<file path="config.mk">
export PLATFORM = sky130hd
export DESIGN_NAME = http_message_framer_flat
export DESIGN_NICKNAME = d
export VERILOG_FILES = /design/src/sv/hmf_pkg.sv /design/src/sv/hmf_byte_if.sv /design/src/sv/hmf_status_if.sv /design/src/sv/http_message_framer.sv /design/src/flat_wrapper.sv
export SDC_FILE = /design/constraint.sdc
export NUM_CORES = 1
export LEC_CHECK = 0
export BUFFER_PORTS_ARGS = -buffer_cell sky130_fd_sc_hd__buf_2
export CORE_ASPECT_RATIO = 0.9
export CORE_MARGIN = 5
export CORE_UTILIZATION = 40
export DETAILED_ROUTE_END_ITERATION = 10
export GPL_TIMING_DRIVEN = 0
export PLACE_DENSITY = 0.65
export SKIP_LAST_GASP = 1
export SYNTH_ARGS = -nofsm -noshare
export SYNTH_HDL_FRONTEND = slang
export SYNTH_SLANG_ARGS = --single-unit
</file>
<file path="constraint.sdc">
create_clock -name clk -period 9.6 [get_ports clk]
set_clock_uncertainty 0.2 [all_clocks]
set_input_delay 1.92 -clock clk [delete_from_list [all_inputs] [get_ports clk]]
set_output_delay 1.92 -clock clk [all_outputs]
set_load 0.02 [all_outputs]
</file>
<file path="src/sv/hmf_pkg.sv">
// shared types, constants and helper functions of the http message framer
package hmf_pkg;

    localparam int COUNT_WIDTH = 32;
    localparam int LEN_WIDTH   = 31;
    localparam int PHASE_WIDTH = 5;
    localparam int DIFF_WIDTH  = (COUNT_WIDTH > LEN_WIDTH) ? COUNT_WIDTH : LEN_WIDTH;
    localparam int ACC_WIDTH   = LEN_WIDTH + 4;

    typedef logic [COUNT_WIDTH-1:0] count_t;
    typedef logic [LEN_WIDTH-1:0]   len_t;
    typedef logic [PHASE_WIDTH-1:0] phase_t;

    localparam count_t CNT_MAX = '1;
    localparam len_t   LEN_MAX = '1;

    localparam logic [7:0]  CHAR_CR    = 8'h0D;
    localparam logic [7:0]  CHAR_LF    = 8'h0A;
    localparam logic [7:0]  CHAR_SPACE = 8'h20;
    localparam logic [7:0]  CHAR_TAB   = 8'h09;
    localparam logic [7:0]  CHAR_VT    = 8'h0B;
    localparam logic [7:0]  CHAR_FF    = 8'h0C;
    localparam logic [7:0]  CHAR_PLUS  = 8'h2B;
    localparam logic [7:0]  CHAR_MINUS = 8'h2D;
    localparam logic [7:0]  CHAR_ZERO  = 8'h30;
    localparam logic [7:0]  CHAR_NINE  = 8'h39;
    localparam logic [23:0] HDR_END_TAIL = {CHAR_CR, CHAR_LF, CHAR_CR};

    // line match phases: 0 to 14 walk the prefix
    localparam phase_t PH_START = 5'd0;
    localparam phase_t PH_WS    = 5'd15;
    localparam phase_t PH_PSIGN = 5'd16;
    localparam phase_t PH_PDIG  = 5'd17;
    localparam phase_t PH_FAIL  = 5'd18;
    localparam phase_t PH_NSIGN = 5'd19;
    localparam phase_t PH_NDIG  = 5'd20;
    localparam phase_t PH_PEND  = 5'd21;
    localparam phase_t PH_NEND  = 5'd22;

    typedef struct packed {
        logic [7:0] data_byte;
        logic       stream_end;
    } byte_beat_t;

    typedef struct packed {
        logic        message_done;
        logic        header_done;
        logic        length_present;
        logic [30:0] body_length;
        logic [31:0] header_byte_count;
        logic [31:0] received_count;
    } status_beat_t;

    function automatic logic [7:0] prefix_char(input logic [3:0] idx);
        logic [7:0] c;
        unique case (idx)
            4'd0:    c = 8'h43; // C
            4'd1:    c = 8'h6F; // o
            4'd2:    c = 8'h6E; // n
            4'd3:    c = 8'h74; // t
            4'd4:    c = 8'h65; // e
            4'd5:    c = 8'h6E; // n
            4'd6:    c = 8'h74; // t
            4'd7:    c = 8'h2D; // -
            4'd8:    c = 8'h4C; // L
            4'd9:    c = 8'h65; // e
            4'd10:   c = 8'h6E; // n
            4'd11:   c = 8'h67; // g
            4'd12:   c = 8'h74; // t
            4'd13:   c = 8'h68; // h
            4'd14:   c = 8'h3A; // :
            default: c = 8'h00;
        endcase
        return c;
    endfunction

    function automatic logic is_space(input logic [7:0] b);
        return (b == CHAR_SPACE) || (b == CHAR_TAB) || (b == CHAR_VT) ||
               (b == CHAR_FF) || (b == CHAR_CR);
    endfunction

    function automatic logic is_digit(input logic [7:0] b);
        return (b >= CHAR_ZERO) && (b <= CHAR_NINE);
    endfunction

    // acc * 10 + digit, saturated
    function automatic len_t acc_digit(input len_t acc, input logic [7:0] b);
        logic [7:0]           d8;
        logic [ACC_WIDTH-1:0] v;
        d8 = b - CHAR_ZERO;
        v  = (ACC_WIDTH'(acc) << 3) + (ACC_WIDTH'(acc) << 1) + ACC_WIDTH'(d8[3:0]);
        return (v > ACC_WIDTH'(LEN_MAX)) ? LEN_MAX : v[LEN_WIDTH-1:0];
    endfunction

    function automatic logic [31:0] low_word(input count_t c);
        logic [63:0] w;
        w = 64'(c);
        return w[31:0];
    endfunction

endpackage

</file>
<file path="src/sv/hmf_byte_if.sv">
// handshake channel carrying received bytes and the stream end flag
interface hmf_byte_if;
    import hmf_pkg::*;

    logic       valid;
    logic       ready;
    byte_beat_t data;

    modport source (output valid, output data, input ready);
    modport sink   (input valid, input data, output ready);
endinterface

</file>
<file path="src/sv/hmf_status_if.sv">
// handshake channel carrying the framing status after each byte
interface hmf_status_if;
    import hmf_pkg::*;

    logic         valid;
    logic         ready;
    status_beat_t data;

    modport source (output valid, output data, input ready);
    modport sink   (input valid, input data, output ready);
endinterface

</file>
<file path="src/sv/http_message_framer.sv">
// http message framer top level
// Takes one beat per cycle on byte_chan while status_chan is ready and returns one status
// beat for each in the next cycle; a new byte is taken in the same cycle the previous
// status leaves, so the block sustains one byte per clock unless stalled. The status is
// kept in the state registers that hold the match phase, the length accumulator and the
// counters, which double as the status output register. Header lines are matched against
// Content-Length while the header is open; the message ends at the blank line without a
// length, after the given number of body bytes with one, or at stream end. After that
// every beat repeats the final status.
module http_message_framer (
    input  logic         clk,
    input  logic         rst_n,
    hmf_byte_if.sink     byte_chan,
    hmf_status_if.source status_chan
);
    import hmf_pkg::*;

    logic        valid_reg;
    logic        finished_reg, finished_next;
    logic        len_seen_reg, len_seen_next;
    len_t        len_val_reg, len_val_next;
    len_t        acc_reg, acc_next;
    phase_t      phase_reg, phase_next;
    logic [23:0] recent_reg, recent_next;
    count_t      rcv_reg, rcv_next;
    count_t      hdr_reg, hdr_next;

    logic                  accept;
    logic [7:0]            b;
    logic [DIFF_WIDTH-1:0] body_seen;

    assign byte_chan.ready = !valid_reg || status_chan.ready;
    assign accept          = byte_chan.valid && byte_chan.ready;
    assign b               = byte_chan.data.data_byte;
    assign body_seen       = DIFF_WIDTH'(rcv_next - hdr_next);

    always_comb
    begin
        finished_next = finished_reg;
        len_seen_next = len_seen_reg;
        len_val_next  = len_val_reg;
        acc_next      = acc_reg;
        phase_next    = phase_reg;
        recent_next   = recent_reg;
        rcv_next      = rcv_reg;
        hdr_next      = hdr_reg;
        if (accept && !finished_reg)
        begin
            if (byte_chan.data.stream_end)
            begin
                finished_next = 1'b1;
            end
            else
            begin
                rcv_next    = (rcv_reg != CNT_MAX) ? rcv_reg + 1'b1 : rcv_reg;
                recent_next = {recent_reg[15:0], b};
                if (hdr_reg == '0)
                begin
                    if (b == CHAR_LF)
                    begin
                        if (recent_reg == HDR_END_TAIL)
                        begin
                            hdr_next = rcv_next;
                            if (!len_seen_reg)
                            begin
                                finished_next = 1'b1;
                            end
                        end
                        else if ((phase_reg == PH_PDIG) || (phase_reg == PH_PEND))
                        begin
                            len_seen_next = 1'b1;
                            len_val_next  = acc_reg;
                        end
                        else if ((phase_reg == PH_NDIG) || (phase_reg == PH_NEND))
                        begin
                            len_seen_next = 1'b1;
                            len_val_next  = '0;
                        end
                        phase_next = PH_START;
                        acc_next   = '0;
                    end
                    else if (phase_reg < PH_WS)
                    begin
                        phase_next = (b == prefix_char(phase_reg[3:0])) ?
                                     phase_reg + 1'b1 : PH_FAIL;
                    end
                    else
                    begin
                        unique case (phase_reg)
                            PH_WS:
                            begin
                                priority if (is_space(b))
                                begin
                                    phase_next = PH_WS;
                                end
                                else if (b == CHAR_PLUS)
                                begin
                                    phase_next = PH_PSIGN;
                                end
                                else if (b == CHAR_MINUS)
                                begin
                                    phase_next = PH_NSIGN;
                                end
                                else if (is_digit(b))
                                begin
                                    acc_next   = acc_digit('0, b);
                                    phase_next = PH_PDIG;
                                end
                                else
                                begin
                                    phase_next = PH_FAIL;
                                end
                            end
                            PH_PSIGN, PH_NSIGN:
                            begin
                                if (is_digit(b))
                                begin
                                    acc_next   = acc_digit('0, b);
                                    phase_next = (phase_reg == PH_PSIGN) ? PH_PDIG : PH_NDIG;
                                end
                                else
                                begin
                                    phase_next = PH_FAIL;
                                end
                            end
                            PH_PDIG, PH_NDIG:
                            begin
                                if (is_digit(b))
                                begin
                                    acc_next = acc_digit(acc_reg, b);
                                end
                                else
                                begin
                                    phase_next = (phase_reg == PH_PDIG) ? PH_PEND : PH_NEND;
                                end
                            end
                            PH_PEND, PH_NEND:
                            begin
                                phase_next = phase_reg;
                            end
                            default:
                            begin
                                phase_next = PH_FAIL;
                            end
                        endcase
                    end
                end
                // body complete
                if (!finished_next && (hdr_next != '0) && len_seen_next &&
                    (body_seen == DIFF_WIDTH'(len_val_next)))
                begin
                    finished_next = 1'b1;
                end
            end
        end
    end

    always_ff @(posedge clk or negedge rst_n)
    begin
        if (!rst_n)
        begin
            valid_reg    <= 1'b0;
            finished_reg <= 1'b0;
            len_seen_reg <= 1'b0;
            len_val_reg  <= '0;
            acc_reg      <= '0;
            phase_reg    <= PH_START;
            recent_reg   <= '0;
            rcv_reg      <= '0;
            hdr_reg      <= '0;
        end
        else
        begin
            if (accept)
            begin
                valid_reg <= 1'b1;
            end
            else if (status_chan.ready)
            begin
                valid_reg <= 1'b0;
            end
            finished_reg <= finished_next;
            len_seen_reg <= len_seen_next;
            len_val_reg  <= len_val_next;
            acc_reg      <= acc_next;
            phase_reg    <= phase_next;
            recent_reg   <= recent_next;
            rcv_reg      <= rcv_next;
            hdr_reg      <= hdr_next;
        end
    end

    assign status_chan.valid                  = valid_reg;
    assign status_chan.data.message_done      = finished_reg;
    assign status_chan.data.header_done       = (hdr_reg != '0);
    assign status_chan.data.length_present    = len_seen_reg;
    assign status_chan.data.body_length       = len_val_reg;
    assign status_chan.data.header_byte_count = low_word(hdr_reg);
    assign status_chan.data.received_count    = low_word(rcv_reg);

endmodule

</file>
<file path="src/flat_wrapper.sv">
// flat-port wrapper written by rule: the top's interface ports become plain ports
module http_message_framer_flat import hmf_pkg::*;
  (clk, rst_n, byte_chan_valid, byte_chan_data, byte_chan_ready, status_chan_valid, status_chan_data, status_chan_ready);
  hmf_byte_if byte_chan_i ();
  hmf_status_if status_chan_i ();
  input  logic clk;
  input  logic rst_n;
  input wire logic [$bits(byte_chan_i.valid)-1:0] byte_chan_valid;
  input wire logic [$bits(byte_chan_i.data)-1:0] byte_chan_data;
  output wire logic [$bits(byte_chan_i.ready)-1:0] byte_chan_ready;
  output wire logic [$bits(status_chan_i.valid)-1:0] status_chan_valid;
  output wire logic [$bits(status_chan_i.data)-1:0] status_chan_data;
  input wire logic [$bits(status_chan_i.ready)-1:0] status_chan_ready;
  assign byte_chan_i.valid = byte_chan_valid;
  assign byte_chan_i.data = byte_chan_data;
  assign byte_chan_ready = byte_chan_i.ready;
  assign status_chan_valid = status_chan_i.valid;
  assign status_chan_data = status_chan_i.data;
  assign status_chan_i.ready = status_chan_ready;
  http_message_framer u_core (.clk(clk), .rst_n(rst_n), .byte_chan(byte_chan_i), .status_chan(status_chan_i));
endmodule
</file>
==> reports/qor.yml <==
outcome:
  outcome: "finished, final reports clean"
route:
  route.antenna.remaining_nets: 0
  via_count: 11900
  avgViaCountPerCell: 5.71
  detail_route.wirelength_um: 40900
  wire_per_inst_um: 19.6
  drt_drc_violations_left: 0
  drt-initial-drc-count: 1122
  firstDrtPassIters: 5
placement:
  gpl.final_weighted_congestion: 0.968
  dp.final_hpwl_um: 32600
  placement.io_buffers: 111
  preCtsSetupSlack_ns: 0.766
  dp_cells: 2049
sta:
  totalNegativeSetupSlack_ns: 0
  maxSlewHeadroom_pct: 25.5
  min_period_ns: 8.45
  rsz0062_at_grt: "no"
  final_hold_viol_count: 0
  worst-slew-pin-transition_ns: 1.10
  post-route-period-util_pct: 88.0
  setup_viol: 0
  highest_clock_rate_mhz: 118
  final_ws_setup_ns: 1.15
  timing.hold.ws_ns: 0.274
  final_max_slew_viol_count: 0
yosys:
  yosysTopAreaCell: "dfrtp_1"
  synth_area_per_cell_um2: 8.23
  netlist_area_um2: 12600
  post_synth_main_area_contributors: "dfrtp_1, ha_1, nand2_1, xnor2_1, a21oi_1"
  synthCells: 1528
  synth.yosys.seq_area_share_pct: 31.4
  synth_enable_flop_cells: 0
  synth.top_cell.area_share_pct: 31.4
  synth_top_flop_cell: "dfrtp_1"
  asyncSetResetFlopFracSynth_pct: 100
  yosysWarningCount: 0
  yosys_register_bits: 158
  synth.lib_cells_used.distinct: 89
  mappedNetlistNets: 1643
floorplanning:
  fp.coreArea_um2: 31000
  ios: 113
  rows: 61
  floorplan.initialDensity_pct: 40.6
  design.die.area_um2: 35100
  die_height_um: 178
  die_w_um: 197
clock_network:
  num_cts_buffers: 17
  clock_tree.root_cell: "clkbuf_16"
  cts.sinks: 158
  cts.hold.buffers_added: 0
  cts_buffer_depth: 2
  path_clk_slew_ns: 0.08
  cts-resized-gates: 0
  cts.repair_timing.setup_buffer_count: 0
  cts-htree-levels: 4
  tritoncts: "done"
  clkLatencyLatePin_ns: 0.44
critical_path:
  timing.critical_path.fanout_max: 10
  startpoint_class_of_the_critical_path: "input pin"
  ff2ff_setup_slack_ns: 2.17
  critical_path.reg2reg.startpoint: "u_core.hdr_reg[16]"
  worst-setup-path-type: "input pin to flop"
  critical_path_required_ns: 9.75
  arrival_ns: 8.60
  critical_path.reg2reg.endpoint: "u_core.finished_reg"
  critPathCapture: "u_core.finished_reg"
  reg2reg_depth: 19
  crit_path_end_kind: "flop"
  critical_path.startpoint: "byte_chan_data[4]"
run:
  maxCapViolCount: 0
layout:
  final_core_util_pct: 46.1
  layout.cells.non_filler: 2081
  finalNetCount: 1774
  drive_above_1_share_pct: 11.2
  antenna-diode-count: 0
  area_delta_synth_final_pct: 13.7
grt:
  grt_max_degree: 117
  antenna_found_initial: 0
  wire_length_of_the_first_global_routing_pass_um: 64000
  globalRouteOverflowTotal: 0
  first_global_vias: 11100
  grt_util_all_layers_pct: 23.1
power_and_ir_drop:
  power_per_cell_area_nw_per_um2: 123
  vdd_ir_drop_max_uv: 121
  cellLeakagePower_nw: 7.44
worst_hold_path:
  hold_path_class: "flop to flop"
==> through the flow <==
| step | cell area (um2) | total power [mW] |
|---|---|---|
| detailed placement | 13700 | 1.05 |
| finish | 14300 | 1.76 |
| global placement | 13600 | 1.04 |
| global route | 14300 | 1.84 |
| CTS | 14300 | 1.76 |
| floorplan | 12600 | 0.947 |
==> where the power goes <==
part	leakage (nW)	switching, mW	internal, mW
combinational	4.97	0.190	0.125
clock	0.304	0.317	0.401
sequential	2.17	0.0323	0.691
==> worst min path at each step <==
stage	end	startpoint	cells after the start	slack, ns
finish	u_core.recent_reg[20]	u_core.recent_reg[20]	2	0.27
global route	u_core.recent_reg[23]	u_core.recent_reg[23]	2	0.30
CTS	u_core.recent_reg[23]	u_core.recent_reg[23]	2	0.28
detailed placement	u_core.recent_reg[23]	u_core.recent_reg[23]	2	0.26
global placement	u_core.recent_reg[23]	u_core.recent_reg[23]	2	0.26
floorplan	u_core.recent_reg[18]	u_core.recent_reg[18]	2	0.24
==> cells by family (layout without fill, tap and decap cells) <==
logic type,count (synthesis),after routing,share of synthesized area [%]
AO/OA/AOI/OAI,356,356,19.2
XOR/XNOR,129,129,9.09
adder cells (fa/ha/maj),102,102,10.3
buffers and inverters,139,283,4.44
flip-flops,158,158,31.4
multiplexers,8,8,0.667
AND/OR/NAND/NOR,636,636,24.8
==> layer usage <==
metal,part of all wire [%],GRT usage (%),routed length (um)
met5,0,0,0
met4,2.8,7.31,1150
met3,7.4,3.76,3040
met2,44,36.1,18000
met1,46,33.0,18700
==> worst max-delay path, stage by stage <==
cell       delay (ns)
buf_2            0.11
clkbuf_1         0.43
and4bb_2         0.36
nand2_1          0.07
nor2_1           0.56
nand3_1          0.32
nor2_1           0.58
clkbuf_1         0.60
a21oi_1          0.25
ha_1             0.39
nor2b_1          0.16
o2111ai_1        0.29
nand4_1          0.22
nand4_1          0.16
nand2_1          0.08
o41ai_1          0.59
o22ai_1          0.20
or2_2            0.32
a2111oi_0        0.47
o311ai_0         0.22
o31ai_2          0.27
==> cell type report <==
class                   instances  area (um2)
fillers                      3161       16700
repair buffers                112         593
plain buffers                  75         318
multi-input cells            1231        8070
clock inverters                14         171
inverters                      64         240
clock buffers                  18         439
well taps                     409         512
flip-flops and latches        158        3950
==> cell usage after synthesis, types with 14 or more instances <==
cell	n
nor2_1	111
ha_1	99
dfrtp_1	158
nor4_1	26
clkbuf_1	57
xnor2_1	79
a221o_1	24
and3_1	17
nand3_1	35
nand2_1	258
xor2_1	49
and2_1	14
a21oi_1	119
nor2b_1	39
a31oi_1	15
nand4_1	36
a21o_1	41
nor3_1	27
inv_1	64
o21ai_0	40
==> placed cells by master, fill, tap and decap left out, types with 5 or more instances in the layout <==
cell type	netlist	layout
nor2b_1	39	39
and4_1	7	7
and3_1	17	17
buf_2	11	121
ha_1	99	99
o21bai_1	12	12
nand2b_1	12	12
nand4_1	36	36
or3_1	12	12
and2_1	14	14
inv_1	64	64
a211oi_1	10	10
clkbuf_16	0	17
nor4b_1	7	7
nor3_1	27	26
mux2i_1	5	5
a21oi_1	119	119
nor2_1	111	111
nand2_1	258	258
o21ai_0	40	40
o22ai_1	5	5
nand3_1	35	35
a2111oi_0	6	6
a221o_1	24	24
nor4_1	26	26
a21o_1	41	41
o211ai_1	7	7
xnor2_1	79	79
a31oi_1	15	15
o31ai_1	8	8
or2_2	5	5
o21a_1	13	13
xor2_1	49	49
dfrtp_1	158	158
clkbuf_1	57	57
No activity file was read; power rests on OpenSTA's default activity.
